[config.mk]
export PLATFORM = sky130hd
export DESIGN_NAME = hex_frame_receiver_crc8_flat
export DESIGN_NICKNAME = d
export VERILOG_FILES = /design/src/design/hfr_pkg.sv /design/src/design/hfr_if.sv /design/src/design/hfr_crc_serial.sv /design/src/design/hfr_div_serial.sv /design/src/design/hex_frame_receiver_crc8.sv /design/src/flat_wrapper.sv
export SDC_FILE = /design/constraint.sdc
export NUM_CORES = 1
export LEC_CHECK = 0
export BUFFER_PORTS_ARGS = -buffer_cell sky130_fd_sc_hd__buf_2
export CAP_MARGIN = 30
export CORE_MARGIN = 1
export CORE_UTILIZATION = 55
export DETAILED_ROUTE_END_ITERATION = 6
export GPL_ROUTABILITY_DRIVEN = 0
export HOLD_SLACK_MARGIN = 0.02
export PLACE_DENSITY = 0.76
export SLEW_MARGIN = 10
export SYNTH_ARGS = -nofsm -noshare
export SYNTH_HDL_FRONTEND = slang
export SYNTH_SLANG_ARGS = --single-unit
[constraint.sdc]
create_clock -name clk -period 2.8 [get_ports clk]
set_clock_uncertainty 0.1 [all_clocks]
set_input_delay 0.28 -clock clk [delete_from_list [all_inputs] [get_ports clk]]
set_output_delay 0.28 -clock clk [all_outputs]
set_load 0.01 [all_outputs]
[src/design/hfr_pkg.sv]
// Shared types, widths, character codes and helpers for the hex frame receiver.
// No dependencies; every other file depends on this package.
package hfr_pkg;

	localparam int unsigned CHAR_W        = 8;
	localparam int unsigned NIB_W         = 4;
	localparam int unsigned FRAME_CHARS   = 18;
	localparam int unsigned POS_W         = $clog2(FRAME_CHARS + 1);
	localparam int unsigned CRC_W         = 8;
	localparam int unsigned CRC_BITS      = 64;
	localparam int unsigned CRC_CNT_W     = $clog2(CRC_BITS);
	localparam int unsigned ANGLE_W       = 16;
	localparam int unsigned SPEED_W       = 8;
	localparam int unsigned DIR_W         = 4;
	localparam int unsigned LIGHT_W       = 12;
	localparam int unsigned ANGLE_SCALE_DEF = 100;

	localparam logic [CRC_W-1:0] CRC_POLY = 8'h9B;
	localparam logic [CRC_W-1:0] CRC_INIT = 8'hFF;

	localparam logic [CHAR_W-1:0] CH_OPEN  = 8'h7B;
	localparam logic [CHAR_W-1:0] CH_CLOSE = 8'h7D;
	localparam logic [CHAR_W-1:0] CH_0     = 8'h30;
	localparam logic [CHAR_W-1:0] CH_9     = 8'h39;
	localparam logic [CHAR_W-1:0] CH_UA    = 8'h41;
	localparam logic [CHAR_W-1:0] CH_UF    = 8'h46;
	localparam logic [CHAR_W-1:0] CH_LA    = 8'h61;
	localparam logic [CHAR_W-1:0] CH_LF    = 8'h66;

	typedef logic [CHAR_W-1:0]  char_t;
	typedef logic [NIB_W-1:0]   nib_t;
	typedef logic [ANGLE_W-1:0] angle_t;
	typedef logic [SPEED_W-1:0] speed_t;
	typedef logic [DIR_W-1:0]   dir_t;
	typedef logic [LIGHT_W-1:0] light_t;

	typedef enum logic [2:0] {
		ST_IDLE,
		ST_CRC,
		ST_CHK,
		ST_DIV,
		ST_EMIT
	} state_t;

	// Map an ASCII character to its hex value; anything else reads as zero.
	function automatic nib_t hex_nibble(input char_t c);
		char_t d;
		begin
			d = '0;
			if (c >= CH_0 && c <= CH_9) begin
				d = c - CH_0;
			end else if (c >= CH_UA && c <= CH_UF) begin
				d = c - CH_UA + 8'd10;
			end else if (c >= CH_LA && c <= CH_LF) begin
				d = c - CH_LA + 8'd10;
			end
			return d[NIB_W-1:0];
		end
	endfunction

endpackage

[src/design/hfr_if.sv]
// Handshake channels of the hex frame receiver: character input and result output.
// Depends on hfr_pkg for the payload types.
interface hfr_char_if;
	logic           valid;
	logic           ready;
	hfr_pkg::char_t char_code;

	modport source (output valid, output char_code, input ready);
	modport sink   (input valid, input char_code, output ready);
endinterface

interface hfr_result_if;
	logic            valid;
	logic            ready;
	logic            crc_fault;
	hfr_pkg::angle_t azimuth;
	hfr_pkg::angle_t elevation;
	hfr_pkg::speed_t wind_speed;
	hfr_pkg::dir_t   wind_direction;
	hfr_pkg::light_t light_level;

	modport source (output valid, output crc_fault, output azimuth, output elevation,
		output wind_speed, output wind_direction, output light_level, input ready);
	modport sink   (input valid, input crc_fault, input azimuth, input elevation,
		input wind_speed, input wind_direction, input light_level, output ready);
endinterface

[src/design/hfr_crc_serial.sv]
// Bit-serial CRC-8 engine, MSB first, one message bit per enabled cycle.
// Depends on hfr_pkg for the polynomial and initial value.
module hfr_crc_serial (
	input  logic                       clk,
	input  logic                       arst_n,
	input  logic                       init,
	input  logic                       shift,
	input  logic                       din,
	output logic [hfr_pkg::CRC_W-1:0]  crc
);
	import hfr_pkg::*;

	logic [CRC_W-1:0] crc_q;
	logic             fb;

	assign fb  = crc_q[CRC_W-1] ^ din;
	assign crc = crc_q;

	always_ff @(posedge clk or negedge arst_n) begin
		if (!arst_n) begin
			crc_q <= CRC_INIT;
		end else if (init) begin
			crc_q <= CRC_INIT;
		end else if (shift) begin
			crc_q <= {crc_q[CRC_W-2:0], 1'b0} ^ (fb ? CRC_POLY : '0);
		end
	end

endmodule

[src/design/hfr_div_serial.sv]
// Restoring divider by a constant, one quotient bit per cycle.
// Depends on hfr_pkg only through the import convention of the project.
module hfr_div_serial #(
	parameter int unsigned W       = 16,
	parameter int unsigned DIVISOR = 100
) (
	input  logic         clk,
	input  logic         arst_n,
	input  logic         start,
	input  logic [W-1:0] dividend,
	output logic         busy,
	output logic [W-1:0] quotient
);
	import hfr_pkg::*;

	localparam int unsigned CNT_W = (W > 1) ? $clog2(W) : 1;
	localparam logic [W-1:0] Div  = W'(DIVISOR);

	logic [W-1:0]     rem_q;
	logic [W-1:0]     quo_q;
	logic [CNT_W-1:0] cnt_q;
	logic             busy_q;
	logic [W:0]       trial;
	logic             fits;

	// Shift the next dividend bit into the partial remainder and try a subtract.
	assign trial    = {rem_q, quo_q[W-1]};
	assign fits     = trial >= {1'b0, Div};
	assign busy     = busy_q;
	assign quotient = quo_q;

	always_ff @(posedge clk or negedge arst_n) begin
		if (!arst_n) begin
			busy_q <= 1'b0;
			cnt_q  <= '0;
		end else if (start) begin
			busy_q <= 1'b1;
			cnt_q  <= '0;
		end else if (busy_q) begin
			cnt_q <= cnt_q + 1'b1;
			if (cnt_q == CNT_W'(W - 1)) begin
				busy_q <= 1'b0;
			end
		end
	end

	always_ff @(posedge clk) begin
		if (start) begin
			rem_q <= '0;
			quo_q <= dividend;
		end else if (busy_q) begin
			rem_q <= fits ? W'(trial - {1'b0, Div}) : trial[W-1:0];
			quo_q <= {quo_q[W-2:0], fits};
		end
	end

endmodule

[src/design/hex_frame_receiver_crc8.sv]
// Hex frame receiver: ASCII-hex frames with device ID filter and CRC-8/CDMA2000 check.
// Top level; uses hfr_pkg, hfr_if, hfr_crc_serial and hfr_div_serial.
//
// Usage:
//   chars   - one received character word per handshake (valid/ready).
//   results - one word per closed frame: crc_fault plus the last good
//             azimuth, elevation, wind speed, wind direction and light level.
//   cfg_we / cfg_data - write the device ID; write only while idle.
// A closing '}' starts a bit-serial CRC pass over the 64 stored payload bits,
// then a check step, then, on a good CRC, a bit-serial division of both
// angles by ANGLE_SCALE, after which the new values are kept, and then a
// load of the output register; a CRC fault skips the division. chars.ready
// is low from the closing character until the output register is loaded.
// A result waits in the output register while results.ready is low; the
// block keeps taking characters, and only the next closing character stalls
// in its last step until the waiting word is taken.
// Reset clears the device ID, the frame state, the nibble store and the
// kept values to zero and leaves no result pending.
module hex_frame_receiver_crc8 #(
	parameter int unsigned ANGLE_SCALE = hfr_pkg::ANGLE_SCALE_DEF
) (
	input  logic                  clk,
	input  logic                  arst_n,
	hfr_char_if.sink              chars,
	hfr_result_if.source          results,
	input  logic                  cfg_we,
	input  hfr_pkg::char_t        cfg_data
);
	import hfr_pkg::*;

	state_t state_q, state_d;

	char_t              device_id_q;
	logic               in_frame_q;
	logic [POS_W-1:0]   char_pos_q;
	nib_t               store_q [FRAME_CHARS];
	logic [CRC_CNT_W-1:0] crc_cnt_q;
	logic               fault_q;

	angle_t kept_az_q, kept_el_q;
	speed_t kept_ws_q;
	dir_t   kept_wd_q;
	light_t kept_ll_q;

	logic   out_valid_q;
	logic   out_fault_q;
	angle_t out_az_q, out_el_q;
	speed_t out_ws_q;
	dir_t   out_wd_q;
	light_t out_ll_q;

	logic       accept;
	logic       close_acc;
	nib_t       nib;
	logic       id_bad;
	nib_t       crc_nib;
	logic       crc_bit;
	logic [CRC_W-1:0] crc;
	logic       crc_ok;
	logic       crc_last;
	angle_t     raw_az, raw_el;
	angle_t     quo_az, quo_el;
	logic       busy_az, busy_el;
	logic       div_busy;

	logic in_ready, crc_shift, div_start, kept_load, out_load;

	assign accept    = chars.valid && in_ready;
	assign close_acc = accept && in_frame_q && chars.char_code == CH_CLOSE;
	assign nib       = hex_nibble(chars.char_code);
	// Second ID digit arriving: compare both digits against the device ID.
	assign id_bad    = char_pos_q == POS_W'(1) && {store_q[0], nib} != device_id_q;

	assign crc_nib  = store_q[{1'b0, crc_cnt_q[CRC_CNT_W-1:2]}];
	assign crc_bit  = crc_nib[~crc_cnt_q[1:0]];
	assign crc_last = crc_cnt_q == CRC_CNT_W'(CRC_BITS - 1);
	assign crc_ok   = crc == {store_q[16], store_q[17]};

	assign raw_az   = {store_q[2], store_q[3], store_q[4], store_q[5]};
	assign raw_el   = {store_q[6], store_q[7], store_q[8], store_q[9]};
	assign div_busy = busy_az || busy_el;

	hfr_crc_serial u_crc (
		.clk    (clk),
		.arst_n (arst_n),
		.init   (close_acc),
		.shift  (crc_shift),
		.din    (crc_bit),
		.crc    (crc)
	);

	hfr_div_serial #(.W(ANGLE_W), .DIVISOR(ANGLE_SCALE)) u_div_az (
		.clk      (clk),
		.arst_n   (arst_n),
		.start    (div_start),
		.dividend (raw_az),
		.busy     (busy_az),
		.quotient (quo_az)
	);

	hfr_div_serial #(.W(ANGLE_W), .DIVISOR(ANGLE_SCALE)) u_div_el (
		.clk      (clk),
		.arst_n   (arst_n),
		.start    (div_start),
		.dividend (raw_el),
		.busy     (busy_el),
		.quotient (quo_el)
	);

	always_comb begin
		state_d = state_q;
		case (state_q)
			ST_IDLE: begin
				if (close_acc) begin
					state_d = ST_CRC;
				end
			end
			ST_CRC: begin
				if (crc_last) begin
					state_d = ST_CHK;
				end
			end
			ST_CHK: begin
				state_d = crc_ok ? ST_DIV : ST_EMIT;
			end
			ST_DIV: begin
				if (!div_busy) begin
					state_d = ST_EMIT;
				end
			end
			ST_EMIT: begin
				if (!out_valid_q || results.ready) begin
					state_d = ST_IDLE;
				end
			end
			default: begin
				state_d = ST_IDLE;
			end
		endcase
	end

	always_comb begin
		in_ready  = 1'b0;
		crc_shift = 1'b0;
		div_start = 1'b0;
		kept_load = 1'b0;
		out_load  = 1'b0;
		case (state_q)
			ST_IDLE: in_ready  = 1'b1;
			ST_CRC:  crc_shift = 1'b1;
			ST_CHK:  div_start = crc_ok;
			ST_DIV:  kept_load = !div_busy;
			ST_EMIT: out_load  = !out_valid_q || results.ready;
			default: in_ready  = 1'b0;
		endcase
	end

	always_ff @(posedge clk or negedge arst_n) begin
		if (!arst_n) begin
			state_q     <= ST_IDLE;
			device_id_q <= '0;
			in_frame_q  <= 1'b0;
			char_pos_q  <= '0;
			crc_cnt_q   <= '0;
			fault_q     <= 1'b0;
			out_valid_q <= 1'b0;
			for (int i = 0; i < FRAME_CHARS; i++) begin
				store_q[i] <= '0;
			end
		end else begin
			state_q <= state_d;
			if (cfg_we) begin
				device_id_q <= cfg_data;
			end
			if (accept) begin
				if (chars.char_code == CH_OPEN) begin
					in_frame_q <= 1'b1;
					char_pos_q <= '0;
					for (int i = 0; i < FRAME_CHARS; i++) begin
						store_q[i] <= '0;
					end
				end else if (in_frame_q) begin
					if (chars.char_code == CH_CLOSE) begin
						in_frame_q <= 1'b0;
						char_pos_q <= '0;
					end else if (char_pos_q < POS_W'(FRAME_CHARS)) begin
						store_q[char_pos_q] <= nib;
						if (id_bad) begin
							// drop the frame; the store keeps its contents
							in_frame_q <= 1'b0;
							char_pos_q <= '0;
						end else begin
							char_pos_q <= char_pos_q + 1'b1;
						end
					end
				end
			end
			if (close_acc) begin
				crc_cnt_q <= '0;
			end else if (crc_shift) begin
				crc_cnt_q <= crc_cnt_q + 1'b1;
			end
			if (state_q == ST_CHK) begin
				fault_q <= !crc_ok;
			end
			if (out_load) begin
				out_valid_q <= 1'b1;
			end else if (results.ready) begin
				out_valid_q <= 1'b0;
			end
		end
	end

	always_ff @(posedge clk or negedge arst_n) begin
		if (!arst_n) begin
			kept_az_q <= '0;
			kept_el_q <= '0;
			kept_ws_q <= '0;
			kept_wd_q <= '0;
			kept_ll_q <= '0;
		end else if (kept_load) begin
			kept_az_q <= quo_az;
			kept_el_q <= quo_el;
			kept_ws_q <= {store_q[10], store_q[11]};
			kept_wd_q <= store_q[12];
			kept_ll_q <= {store_q[13], store_q[14], store_q[15]};
		end
	end

	always_ff @(posedge clk) begin
		if (out_load) begin
			out_fault_q <= fault_q;
			out_az_q    <= kept_az_q;
			out_el_q    <= kept_el_q;
			out_ws_q    <= kept_ws_q;
			out_wd_q    <= kept_wd_q;
			out_ll_q    <= kept_ll_q;
		end
	end

	assign chars.ready            = in_ready;
	assign results.valid          = out_valid_q;
	assign results.crc_fault      = out_fault_q;
	assign results.azimuth        = out_az_q;
	assign results.elevation      = out_el_q;
	assign results.wind_speed     = out_ws_q;
	assign results.wind_direction = out_wd_q;
	assign results.light_level    = out_ll_q;

`ifndef SYNTHESIS
	a_close_starts_crc: assert property (@(posedge clk) disable iff (!arst_n)
		close_acc |=> state_q == ST_CRC)
		else $error("closing character did not start the CRC pass");

	a_pos_in_range: assert property (@(posedge clk) disable iff (!arst_n)
		char_pos_q <= POS_W'(FRAME_CHARS))
		else $error("character position past the nibble store");

	a_div_only_in_div: assert property (@(posedge clk) disable iff (!arst_n)
		div_busy |-> state_q == ST_DIV)
		else $error("divider running outside the divide state");

	a_crc_then_check: assert property (@(posedge clk) disable iff (!arst_n)
		(state_q == ST_CRC && crc_last) |=> state_q == ST_CHK)
		else $error("CRC pass did not end in the check state");
`endif

endmodule

[src/flat_wrapper.sv]
// flat-port wrapper written by rule: the top's interface ports become plain ports
module hex_frame_receiver_crc8_flat import hfr_pkg::*;
#(
	parameter int unsigned ANGLE_SCALE = hfr_pkg::ANGLE_SCALE_DEF
)
  (clk, arst_n, cfg_we, cfg_data, chars_valid, chars_char_code, chars_ready, results_valid, results_crc_fault, results_azimuth, results_elevation, results_wind_speed, results_wind_direction, results_light_level, results_ready);
  hfr_char_if chars_i ();
  hfr_result_if results_i ();
  input  logic clk;
  input  logic arst_n;
  input  logic cfg_we;
  input  hfr_pkg::char_t cfg_data;
  input wire logic [$bits(chars_i.valid)-1:0] chars_valid;
  input wire logic [$bits(chars_i.char_code)-1:0] chars_char_code;
  output wire logic [$bits(chars_i.ready)-1:0] chars_ready;
  output wire logic [$bits(results_i.valid)-1:0] results_valid;
  output wire logic [$bits(results_i.crc_fault)-1:0] results_crc_fault;
  output wire logic [$bits(results_i.azimuth)-1:0] results_azimuth;
  output wire logic [$bits(results_i.elevation)-1:0] results_elevation;
  output wire logic [$bits(results_i.wind_speed)-1:0] results_wind_speed;
  output wire logic [$bits(results_i.wind_direction)-1:0] results_wind_direction;
  output wire logic [$bits(results_i.light_level)-1:0] results_light_level;
  input wire logic [$bits(results_i.ready)-1:0] results_ready;
  assign chars_i.valid = chars_valid;
  assign chars_i.char_code = chars_char_code;
  assign chars_ready = chars_i.ready;
  assign results_valid = results_i.valid;
  assign results_crc_fault = results_i.crc_fault;
  assign results_azimuth = results_i.azimuth;
  assign results_elevation = results_i.elevation;
  assign results_wind_speed = results_i.wind_speed;
  assign results_wind_direction = results_i.wind_direction;
  assign results_light_level = results_i.light_level;
  assign results_i.ready = results_ready;
  hex_frame_receiver_crc8 #(.ANGLE_SCALE(ANGLE_SCALE)) u_core (.clk(clk), .arst_n(arst_n), .chars(chars_i), .results(results_i), .cfg_we(cfg_we), .cfg_data(cfg_data));
endmodule
==> results.ini, run 1 <==
[status]
status = finished, final reports clean

[logic_synthesis]
synthCells = 1095
netlist_area_um2 = 12600
synth_edf_count = 89
async_flop_share_pct = 58.6
yosys_warnings = 0
synthTopCellsByArea = dfrtp_1 32%, edfxtp_1 21%, dfxtp_1 5.1%, mux2_2 3.7%, o22ai_1 3.5%
yosys.area.top_type = dfrtp_1
synth.distinct_cells = 71
synthesis.nets = 1131
ys.flop_type = dfrtp_1
seq_area_frac_synth_pct = 60.5
yosysTopAreaCellShare_pct = 32.5
synth.avg_cell_area_um2 = 11.5
synth-seq-cells = 292

[die]
start_util_pct = 56.8
die-area_um2 = 23400
fp.coreArea_um2 = 22100
fp.dieW_um = 153
rows = 54
pin_count = 80
die_y_um = 153

[sta]
final.setup.tns_ns = 0
period_share_pct = 93.6
period_minus_slack_ns = 2.62
fmax_mhz = 381
slew_headroom_pct = 40.4
setup_viol = 0
drv_slew = 0
final_hold_viol_count = 0
worstMarginPinSlew_ns = 0.894
rsz0062_at_grt = no

[routing]
drc = 0
viasPerCell = 5.72
firstDrtPassIters = 5
wl_per_cell_um = 17.1
ant_nets = 0
first_iter_violations = 582
routed_wl_um = 25600
vias = 8564

[placement]
post-dp-hpwl_um = 17100
portBuffers = 79

[clock_network]
htreeDepth = 1
cts.path.max_buffers = 3
cts_buffers = 29
cts_setup_buffers = 0
clock_latency_ns = 0.56
clock_sinks = 292
clockRootBuffer = clkbuf_16
cts_tree = built
clk_pin_slew_worst_paths_ns = 0.06

[worst_setup_path]
r2r-start = u_core.crc_cnt_q[2]
critPathBufInv = 1
critPathTopFamily = compound AO/OA/AOI/OAI gates
path_cells = buf_12 -> mux4_2 -> a31o_2 -> o21ai_1 -> a32oi_2 -> xnor2_2 -> xnor2_1 -> a21oi_1
cp-startpoint = u_core.crc_cnt_q[2]
max_stage_delay_ns = 0.53
crit_path_max_fanout = 17
worstSetupStartpointType = register
worstPathArrival_ns = 2.99
path_class = register to register
crit_slowest_cell = mux4_2
worstPathRequired_ns = 3.17
endpoint_kind = register

[cells_and_area]
antenna_cells = 0
syn_to_final_growth_pct = 15.0
drive_gt1_share_pct = 18.2
fin_nets = 1229

[pwr]
peakVddDrop_v = 0.000462
total_power_uw = 13600
total_leakage_power_uw = 0.00614
powerDensity_nw_per_um2 = 942

[grt]
grt_pass1_wl_um = 42200
antenna_found_initial = 0
grt_pass1_vias = 8429
grt_max_degree = 81
grt_use_total_pct = 22.3
gr-total-overflow = 0

[run]
drv_cap = 0

[worst_hold_path]
min_from = cfg_we
min_path_type = input pin to register

-- report_power, final --
part	internal [uW]	switching, uW	leakage, uW
combinational	1600	1730	0.00282
sequential	5660	876	0.00288
clock	2150	1580	0.000447
-- cells in the final DEF, fill, tap and decap left out, drive strengths merged, types with 3 or more instances in the layout --
| master | synthesis | layout |
|---|---|---|
| o32ai | 3 | 3 |
| o22ai | 71 | 71 |
| buf | 7 | 104 |
| dfxtp | 32 | 32 |
| ha | 15 | 15 |
| a211oi | 25 | 25 |
| dfstp | 8 | 8 |
| mux4 | 11 | 11 |
| and3 | 3 | 3 |
| dfrtp | 163 | 163 |
| xnor2 | 30 | 30 |
| or2 | 5 | 5 |
| nor2b | 11 | 11 |
| edfxtp | 89 | 89 |
| and2 | 6 | 6 |
| nor4b | 3 | 3 |
| mux2 | 42 | 42 |
| o31ai | 3 | 3 |
| a31oi | 5 | 5 |
| or3 | 8 | 8 |
| xor2 | 24 | 24 |
| nand2 | 108 | 108 |
| or4 | 3 | 3 |
| inv | 80 | 81 |
| nor3 | 17 | 17 |
| clkinv | 0 | 5 |
| nor4 | 6 | 6 |
| nand3 | 13 | 13 |
| mux2i | 22 | 22 |
| dlygate4sd3 | 0 | 17 |
| nand2b | 5 | 5 |
| a21oi | 39 | 39 |
| nand4 | 11 | 11 |
| nor2 | 77 | 77 |
| clkbuf | 47 | 47 |
| o21ai | 71 | 71 |
-- metal layers --
| metal | wire length (um) | global-route usage, % | up-vias |
|---|---|---|---|
| met3 | 1360 | 3.29 | 43 |
| met4 | 518 | 6.16 | 0 |
| met5 | 0 | 0 | - |
| met1 | 11300 | 30.6 | 4184 |
| met2 | 12400 | 37.2 | 253 |
| li1 | - | - | 4084 |
-- worst reg2reg max path, cell delays in order (launching register included) --
cell and delay, ns:
dfrtp_1 0.46, buf_12 0.20, mux4_2 0.54, a31o_2 0.26
o21ai_1 0.16, a32oi_2 0.20, xnor2_2 0.33, xnor2_1 0.11
a21oi_1 0.17
-- state kept, by name, indices dropped and copies added, names as in the netlist, 8 cells and up --
name / count
u_core.results.wind_speed: 8
u_core.u_crc.crc: 8
u_core.raw_el: 16
u_core.u_div_el.quotient: 16
u_core.u_div_az.rem_q: 16
u_core.results.azimuth: 16
u_core.device_id_q: 8
u_core.kept_az_q: 16
u_core.u_div_el.rem_q: 16
u_core.store_q: 40
u_core.kept_el_q: 16
u_core.results.elevation: 16
u_core.kept_ws_q: 8
u_core.results.light_level: 12
u_core.raw_az: 16
u_core.kept_ll_q: 12
u_core.u_div_az.quotient: 16
-- metrics by stage --
step | area [um^2] | utilization [%] | worst slack [ns] | hold slack (ns) | cells
2_1_floorplan | 12600 | - | 0.223 | -0.116 | 1095
3_3_place_gp | 13300 | 60.4 | 0.131 | 0.194 | 1425
3_5_place_dp | 13300 | 60.4 | 0.0219 | 0.205 | 1425
4_1_cts | 14400 | 65.3 | 0.187 | 0.0201 | 1496
5_1_grt | 14400 | 65.3 | 0.00748 | 0.0398 | 1496
6_report | 14400 | 65.3 | 0.178 | 0.0348 | 1496
-- cell type report --
| type | instances | area [um^2] |
|---|---|---|
| Clock buffer | 47 | 843 |
| Clock inverter | 7 | 72.6 |
| Fill cell | 1729 | 7660 |
| Inverter | 80 | 300 |
| Multi-Input combinational cell | 669 | 4440 |
| Sequential cell | 292 | 7600 |
| Tap cell | 280 | 350 |
| Timing Repair Buffer | 121 | 822 |
-- cell usage after synthesis, drive strengths merged, types with 5 or more instances --
master,number
dfrtp,163
nand2,108
edfxtp,89
inv,80
nor2,77
o21ai,71
o22ai,71
clkbuf,47
mux2,42
a21oi,39
dfxtp,32
xnor2,30
a211oi,25
xor2,24
mux2i,22
nor3,17
ha,15
nand3,13
mux4,11
nand4,11
nor2b,11
dfstp,8
or3,8
buf,7
and2,6
nor4,6
a31oi,5
nand2b,5
or2,5
-- path summary, 6_finish.rpt --
path	slack, ns	end	depth (start not counted)
max reg2reg	0.18	u_core.u_crc.crc[4]	8
min	0.03	u_core.device_id_q[3]	2
max in group asynchronous	1.60	u_core.raw_az[7]	3
max	0.18	u_core.u_crc.crc[4]	8
min in group asynchronous	0.19	u_core.kept_ws_q[7]	2
min reg2reg	0.34	u_core.results.azimuth[12]	0
-- what timing repair did --
action / CTS / global route
hold endpoints to repair: 69 / 0
hold buffers: 17 / 0
gates resized for setup: 0 / 0
-- cells by family (layout without fill, tap and decap cells) --
group / after synthesis / in the layout / share of synthesized area, %
AOI/OAI and AO/OA: 239 / 239 / 11.7
and+or+nand+nor: 286 / 286 / 10.8
muxes: 75 / 75 / 7.49
buffers and inverters: 134 / 255 / 4.18
DFF: 292 / 292 / 60.5
adders and majority gates: 15 / 15 / 1.49
xor gates and xnor gates: 54 / 54 / 3.83
Note: power is estimated with default switching activity, not from simulation.
==> run 2, diff against run 1 <==
--- a/config.mk
+++ b/config.mk
@@ -11,9 +11,10 @@
 export CORE_UTILIZATION = 55
 export DETAILED_ROUTE_END_ITERATION = 6
 export GPL_ROUTABILITY_DRIVEN = 0
-export HOLD_SLACK_MARGIN = 0.02
 export PLACE_DENSITY = 0.76
+export RECOVER_POWER = 25
 export SLEW_MARGIN = 10
 export SYNTH_ARGS = -nofsm -noshare
 export SYNTH_HDL_FRONTEND = slang
+export SYNTH_HIERARCHICAL = 1
 export SYNTH_SLANG_ARGS = --single-unit
==> results.ini, run 2 <==
[worst_setup_path]
worstSetupStartpointType = register
max_stage_delay_ns = 0.61  ; +0.08 ns
worstRegToRegCells = 7  ; -1
path_class = register to register
endpoint_kind = register
r2r-start = u_core/crc_cnt_q[2]
path_cells = buf_6 -> mux4_2 -> mux4_2 -> mux4_2 -> xnor2_2 -> o21ai_1 -> or3b_1
reg2reg_to = u_core/u_crc/crc[7]
rrSetupSlack_ns = -0.23  ; -0.41 ns
worstPathRequired_ns = 3.16  ; about the same
crit_top_cell = mux4_2
crit_path_max_fanout = 8  ; -9
crit_slowest_cell = mux4_2
worstPathArrival_ns = 3.39  ; +0.40 ns

[sta]
period_minus_slack_ns = 3.03  ; +0.409 ns
setup_viol = 5  ; +5
fmax_mhz = 330  ; -13%
period_share_pct = 108  ; +15 points
slew_headroom_pct = 4.25  ; -36 points
hold-worst-slack_ns = 0.0586  ; +0.0238 ns
fin_ws_ns = -0.230  ; -0.409 ns
worstMarginPinSlew_ns = 1.44  ; +0.542 ns
drv_slew = 0  ; unchanged
final_hold_viol_count = 0  ; unchanged
rsz0062_at_grt = yes
final.setup.tns_ns = -1.03  ; -1.03 ns

[cells_and_area]
fillCellCount = 1728  ; -0.058%
postLayoutCoreUtil_pct = 65.0  ; -0.34 points
drive_gt1_share_pct = 27.0  ; +8.8 points
mostFrequentLayoutCells = 163 x dfrtp_1, 89 x edfxtp_1, 78 x buf_2
regMostFlops = u_core/store_q
layout_commonest_cell = dfrtp_1
fin_nets = 1174  ; -4.5%
syn_to_final_growth_pct = 14.9  ; about the same
final_cells = 1474  ; -1.5%
antenna_cells = 0  ; unchanged
largest_reg_flops = 40  ; unchanged

[routing]
routed_wl_um = 26200  ; +2.3%
wl_per_cell_um = 17.8  ; +3.9%
ant_nets = 0  ; unchanged
drc = 0  ; unchanged
first_iter_violations = 700  ; +20%
firstDrtPassIters = 6  ; +1
viasPerCell = 5.74  ; +0.24%
vias = 8458  ; -1.2%

[placement]
post-dp-hpwl_um = 17500  ; +2.1%
place_inst = 1411  ; -0.98%
portBuffers = 79  ; unchanged

[logic_synthesis]
yosysTopAreaCellShare_pct = 31.6  ; -0.93 points
synth_edf_count = 89  ; unchanged
ys.flop_type = dfrtp_1
synthesis.nets = 1069  ; -5.5%
yosys.area.top_type = dfrtp_1
synth.avg_cell_area_um2 = 12.5  ; +9.0%
synth-seq-cells = 292  ; unchanged
yosys_warnings = 6  ; +6
async_flop_share_pct = 58.6  ; unchanged
synthTopCellsByArea = dfrtp_1 32%, edfxtp_1 21%, mux2_2 6.2%, dfxtp_1 5.0%, mux4_2 3.7%
netlist_area_um2 = 12900  ; +2.9%
synth.distinct_cells = 79  ; +11%
synth_most_common_cell = dfrtp_1
seq_area_frac_synth_pct = 58.8  ; -1.7 points
synthTopCellsByCount = 163 x dfrtp_1, 89 x edfxtp_1, 78 x nand2_1, 76 x inv_1, 71 x mux2_2
synthCells = 1034  ; -5.6%

[pwr]
switchingPower_uw = 2080  ; -50%
peakVddDrop_v = 0.000407  ; -12%
p_seq_share_pct = 52.5  ; +4.4 points
powerDensity_nw_per_um2 = 599  ; -36%
total_leakage_power_uw = 0.00648  ; +5.5%
combinationalPowerShare_pct = 8.1  ; -16 points
swShare_pct = 23.4  ; -7.4 points
clkPwrFrac_pct = 39.5  ; +12 points
p_int_uw = 6810  ; -28%

[worst_hold_path]
min_to = u_core/device_id_q[5]
min_from = cfg_we
whs_path_depth = 2  ; unchanged
min_path_type = input pin to register

[grt]
grt_pass1_wl_um = 42900  ; +1.7%
met2_usage_pct = 38.0  ; +0.81 points
grt_util_met3_pct = 3.37  ; +0.082 points
antenna_found_initial = 1  ; +1
grt_max_degree = 81  ; unchanged
grt_util_met1_pct = 30.1  ; -0.56 points
gr-total-overflow = 0  ; unchanged
grt_busiest_layer = met2
grt_use_total_pct = 22.5  ; +0.19 points
grt_pass1_vias = 8330  ; -1.2%

[clock_network]
cts_buffers = 28  ; -3.4%
clock_sinks = 292  ; unchanged
cts.path.max_buffers = 3  ; unchanged
clock_latency_ns = 0.54  ; -0.02 ns
cts_setup_buffers = 0  ; unchanged
cts_tree = built
clk_pin_slew_worst_paths_ns = 0.07  ; about the same
htreeDepth = 1  ; unchanged
clockRootBuffer = clkbuf_16

[die]
pin_count = 80  ; unchanged
fp.coreArea_um2 = 22800  ; +3.4%
die-area_um2 = 24100  ; +2.9%
start_util_pct = 56.6  ; -0.25 points
die_y_um = 155  ; +1.4%
rows = 55  ; +1.9%
fp.dieW_um = 155  ; +1.4%

[run]
drv_cap = 0  ; unchanged

[status]
status = complete, but fails checks
violations = negative setup slack

-- run 2: changes by cell type in the layout (fill, tap and decap cells not counted), moves of 11 or more --
cell / delta
o21ai_0: -38
nand2_1: -31
xor2_1: -12
o22ai_1: -11
o21ai_1: +16
mux2_2: +30
nor2_1: -15
mux2i_1: -13
-- run 2: per-stage QoR --
| stage | area (um^2) | total power, uW | setup slack (ns) |
|---|---|---|---|
| 6_report | 14900 | 8900 | -0.230 |
| 3_5_place_dp | 13900 | 5430 | -0.208 |
| 4_1_cts | 14900 | 8960 | -0.211 |
| 2_1_floorplan | 13000 | 5110 | -0.0102 |
| 5_1_grt | 14900 | 9220 | -0.295 |
| 3_3_place_gp | 13900 | 5400 | -0.159 |
-- run 2: layout make-up --
type                            count  area (um^2)  share of cell area (%)
Sequential cell                   292         7600                    51.2
Multi-Input combinational cell    615         4850                    32.7
Timing Repair Buffer              125          855                    5.75
Clock buffer                       36          783                    5.27
Inverter                           77          289                    1.95
Clock inverter                     16         80.1                   0.539
Tap cell                          313          392                    2.64
-- run 2: power by group through the flow --
| stage | clock (uW) | sequential [uW] | combinational, uW |
|---|---|---|---|
| finish | 3510 | 4670 | 716 |
| global route | 3760 | 4680 | 775 |
| CTS | 3580 | 4660 | 714 |
| detailed placement | 0 | 4740 | 694 |
| global placement | 0 | 4730 | 676 |
| floorplan | 0 | 4690 | 423 |
-- run 2: worst max-delay path, delay by kind of cell, from the launching register on --
family	cells	cell delay, ns
buffers and inverters	1	0.18
AND/OR/NAND/NOR	1	0.35
AO/OA/AOI/OAI	1	0.11
flip-flops	1	0.39
multiplexers	3	1.64
XOR/XNOR	1	0.18
-- run 2: worst max path at each step --
stage                        startpoint  slack (ns)                  end  cells past startpoint
floorplan           u_core/crc_cnt_q[2]       -0.01  u_core/u_crc/crc[0]                      7
global placement    u_core/crc_cnt_q[2]       -0.16  u_core/u_crc/crc[7]                      7
detailed placement  u_core/crc_cnt_q[2]       -0.21  u_core/u_crc/crc[7]                      7
CTS                 u_core/crc_cnt_q[2]       -0.21  u_core/u_crc/crc[7]                      7
global route        u_core/crc_cnt_q[2]       -0.29  u_core/u_crc/crc[7]                      7
finish              u_core/crc_cnt_q[2]       -0.23  u_core/u_crc/crc[7]                      7
-- run 2: kinds of logic after synthesis --
logic type,count (synthesis),synth area share [%]
xor+xnor,52,3.70
compound gates,220,12.2
flops,292,58.8
fa+ha+maj,14,1.36
buf+inv,127,4.05
mux,101,10.5
simple gates,228,9.34
-- run 2: timing repair --
action,in CTS,in global routing
resized for setup,2,4
setup endpoints to repair,5,10
hold endpoints to repair,66,0
pin swaps,0,1
hold buffers,11,0
-- run 2: metal layers --
layer  part of all wire, %  vias up
met3                   5.7       58
met4                   2.4        2
met5                 0.053        -
met1                    43     4155
li1                      -     3934
met2                    49      309
==> run 3, diff against run 2 <==
--- a/config.mk
+++ b/config.mk
@@ -8,10 +8,11 @@
 export BUFFER_PORTS_ARGS = -buffer_cell sky130_fd_sc_hd__buf_2
 export CAP_MARGIN = 30
 export CORE_MARGIN = 1
-export CORE_UTILIZATION = 55
+export CORE_UTILIZATION = 56
+export CTS_BUF_LIST = sky130_fd_sc_hd__clkbuf_8
 export DETAILED_ROUTE_END_ITERATION = 6
 export GPL_ROUTABILITY_DRIVEN = 0
-export PLACE_DENSITY = 0.76
+export PLACE_DENSITY = 0.77
 export RECOVER_POWER = 25
 export SLEW_MARGIN = 10
 export SYNTH_ARGS = -nofsm -noshare
==> results.ini, run 3 (same netlist as run 2, synthesis figures left out) <==
[pwr]
swShare_pct = 23.8  ; +0.41 points
p_int_uw = 6920  ; +1.6%
peakVddDrop_v = 0.000296  ; -27%
powerDensity_nw_per_um2 = 610  ; +1.8%
total_leakage_power_uw = 0.00661  ; +2.0%
p_seq_share_pct = 51.6  ; -0.9 points
switchingPower_uw = 2160  ; +3.9%
clkPwrFrac_pct = 40.9  ; +1.4 points
combinationalPowerShare_pct = 7.6  ; -0.5 points

[cells_and_area]
syn_to_final_growth_pct = 15.3
final_cells = 1482  ; +0.54%
drive_gt1_share_pct = 28.2  ; +1.2 points
layout_commonest_cell = dfrtp_1
mostFrequentLayoutCells = 163 x dfrtp_1, 95 x inv_1, 89 x edfxtp_1
fillCellCount = 1656  ; -4.2%
antenna_cells = 0  ; unchanged
regMostFlops = u_core/store_q
fin_nets = 1195  ; +1.8%
area.sequential_um2 = 7600  ; unchanged
final_area_um2 = 14900  ; +0.34%
largest_reg_flops = 40  ; unchanged
multi_input_area_um2 = 4840  ; -0.13%

[sta]
fmax_mhz = 331  ; +0.36%
final_hold_viol_count = 0  ; unchanged
setup_viol = 5  ; unchanged
drv_slew = 0  ; unchanged
period_minus_slack_ns = 3.02  ; -0.0109 ns
rsz0062_at_grt = yes
slew_headroom_pct = 1.82  ; -2.4 points
worstMarginPinSlew_ns = 1.47  ; +0.0365 ns
period_share_pct = 108  ; -0.39 points
fin_ws_ns = -0.219  ; +0.0109 ns
hold-worst-slack_ns = 0.0346  ; -0.0240 ns

[die]
fp.dieW_um = 154  ; -0.89%
die-area_um2 = 23700  ; -1.8%
fp.coreArea_um2 = 22600  ; -0.90%
pin_count = 80  ; unchanged
die_y_um = 154  ; -0.89%
start_util_pct = 57.1  ; +0.52 points
rows = 55  ; unchanged

[routing]
routed_wl_um = 26400  ; +0.68%
first_iter_violations = 632  ; -9.7%
drc = 0  ; unchanged
vias = 8633  ; +2.1%
viasPerCell = 5.83  ; +1.5%
ant_nets = 0  ; unchanged
wl_per_cell_um = 17.8  ; +0.13%
firstDrtPassIters = 5  ; -1

[worst_setup_path]
crit_path_max_fanout = 8  ; unchanged
max_stage_delay_ns = 0.57  ; -0.04 ns
worstPathArrival_ns = 3.38  ; about the same
path_class = register to register
crit_slowest_cell = mux4_2
worstPathRequired_ns = 3.16  ; about the same
crit_top_cell = mux4_2
endpoint_kind = register
worstSetupStartpointType = register
path_cells = buf_6 -> mux4_2 -> mux4_2 -> mux4_2 -> xnor2_2 -> o21ai_1 -> or3b_1

[grt]
gr-total-overflow = 0  ; unchanged
grt_max_degree = 81  ; unchanged
grt_pass1_wl_um = 43800  ; +2.0%
antenna_found_initial = 1  ; unchanged
grt_pass1_vias = 8556  ; +2.7%
grt_use_total_pct = 23.3  ; +0.83 points

[clock_network]
htreeDepth = 2  ; +1
cts_tree = built
clockRootBuffer = clkbuf_8
clock_sinks = 292  ; unchanged
clk_pin_slew_worst_paths_ns = 0.07  ; about the same
cts.path.max_buffers = 3  ; unchanged
cts_buffers = 45  ; +61%
clock_latency_ns = 0.55  ; about the same

[worst_hold_path]
min_path_type = input pin to register

[run]
drv_cap = 0  ; unchanged

[status]
status = complete, but fails checks
violations = negative setup slack

[placement]
post-dp-hpwl_um = 17700  ; +1.6%
portBuffers = 79  ; unchanged
dpl-instance-area_um2 = 13800  ; -0.52%
place_inst = 1385  ; -1.8%

==> run 3: cell types whose count changed in the layout (fill, tap and decap cells not counted), moves of 3 or more <==
cell | before | now
buf_4 | 25 | 30
inv_1 | 76 | 95
bufinv_16 | 0 | 4
clkinv_1 | 5 | 1
clkbuf_8 | 1 | 53
clkbuf_1 | 5 | 0
clkinv_2 | 9 | 5
buf_12 | 6 | 3
clkbuf_16 | 30 | 0
==> run 3: routing by layer <==
layer  global-route usage (%)  vias up  share of wire (%)
li1                         -     4013                  -
met4                     8.57        2                2.5
met5                        0        -              0.049
met3                     5.27       61                6.6
met1                     31.4     4241                 44
met2                     37.3      316                 47
==> run 3: area by class of cell <==
type	instances	share of cell area, %
clock buffer	53	4.90
clock inverter	31	1.58
multi-input combinational	615	32.5
timing repair buffer	129	5.67
inverter	77	1.94
tap	285	2.39
sequential	292	51.0
==> run 3: path summary, 6_finish.rpt <==
path | from | end | slack (ns) | depth (start not counted)
max | u_core/crc_cnt_q[2] | u_core/u_crc/crc[7] | -0.22 | 7
min | cfg_we | u_core/device_id_q[4] | 0.03 | 2
max reg2reg | u_core/crc_cnt_q[2] | u_core/u_crc/crc[7] | -0.22 | 7
min reg2reg | u_core/kept_el_q[12] | u_core/results.elevation[12] | 0.34 | 0
max in group asynchronous | arst_n | u_core/kept_ws_q[3] | 0.46 | 3
min in group asynchronous | arst_n | u_core/device_id_q[3] | 0.54 | 2
==> run 3: worst max-delay path: cells and delay by family, from the launching register on <==
| family | cells | cell delay (ns) |
|---|---|---|
| buffers and inverters | 1 | 0.18 |
| xor gates and xnor gates | 1 | 0.17 |
| muxes | 3 | 1.61 |
| DFF | 1 | 0.39 |
| and+or+nand+nor | 1 | 0.36 |
| AOI/OAI and AO/OA | 1 | 0.13 |
==> run 3: power groups by stage <==
stage	clock network [uW]	registers, uW	logic, uW
6_report	3710	4680	686
5_1_grt	3960	4700	753
4_1_cts	3790	4680	681
3_5_place_dp	0	4750	660
3_3_place_gp	0	4750	634
2_1_floorplan	0	4690	423
==> run 3: repair_timing <==
item | CTS | global route
pin swaps | 5 | 2
endpoints found under the hold margin | 67 | 0
hold buffers | 12 | 0
gates resized for setup | 8 | 0
endpoints found under the setup margin | 5 | 5
buffers inserted | 1 | 0
==> run 3: per-stage QoR <==
stage	setup slack, ns	TNS (ns)	total power [uW]	util (%)
2_1_floorplan	-0.0102	-0.0169	5110	-
4_1_cts	-0.182	-0.803	9140	65.9
5_1_grt	-0.305	-1.73	9410	65.8
6_report	-0.219	-0.979	9080	65.8
3_5_place_dp	-0.195	-0.670	5410	61.0
3_3_place_gp	-0.236	-7.92	5380	61.0
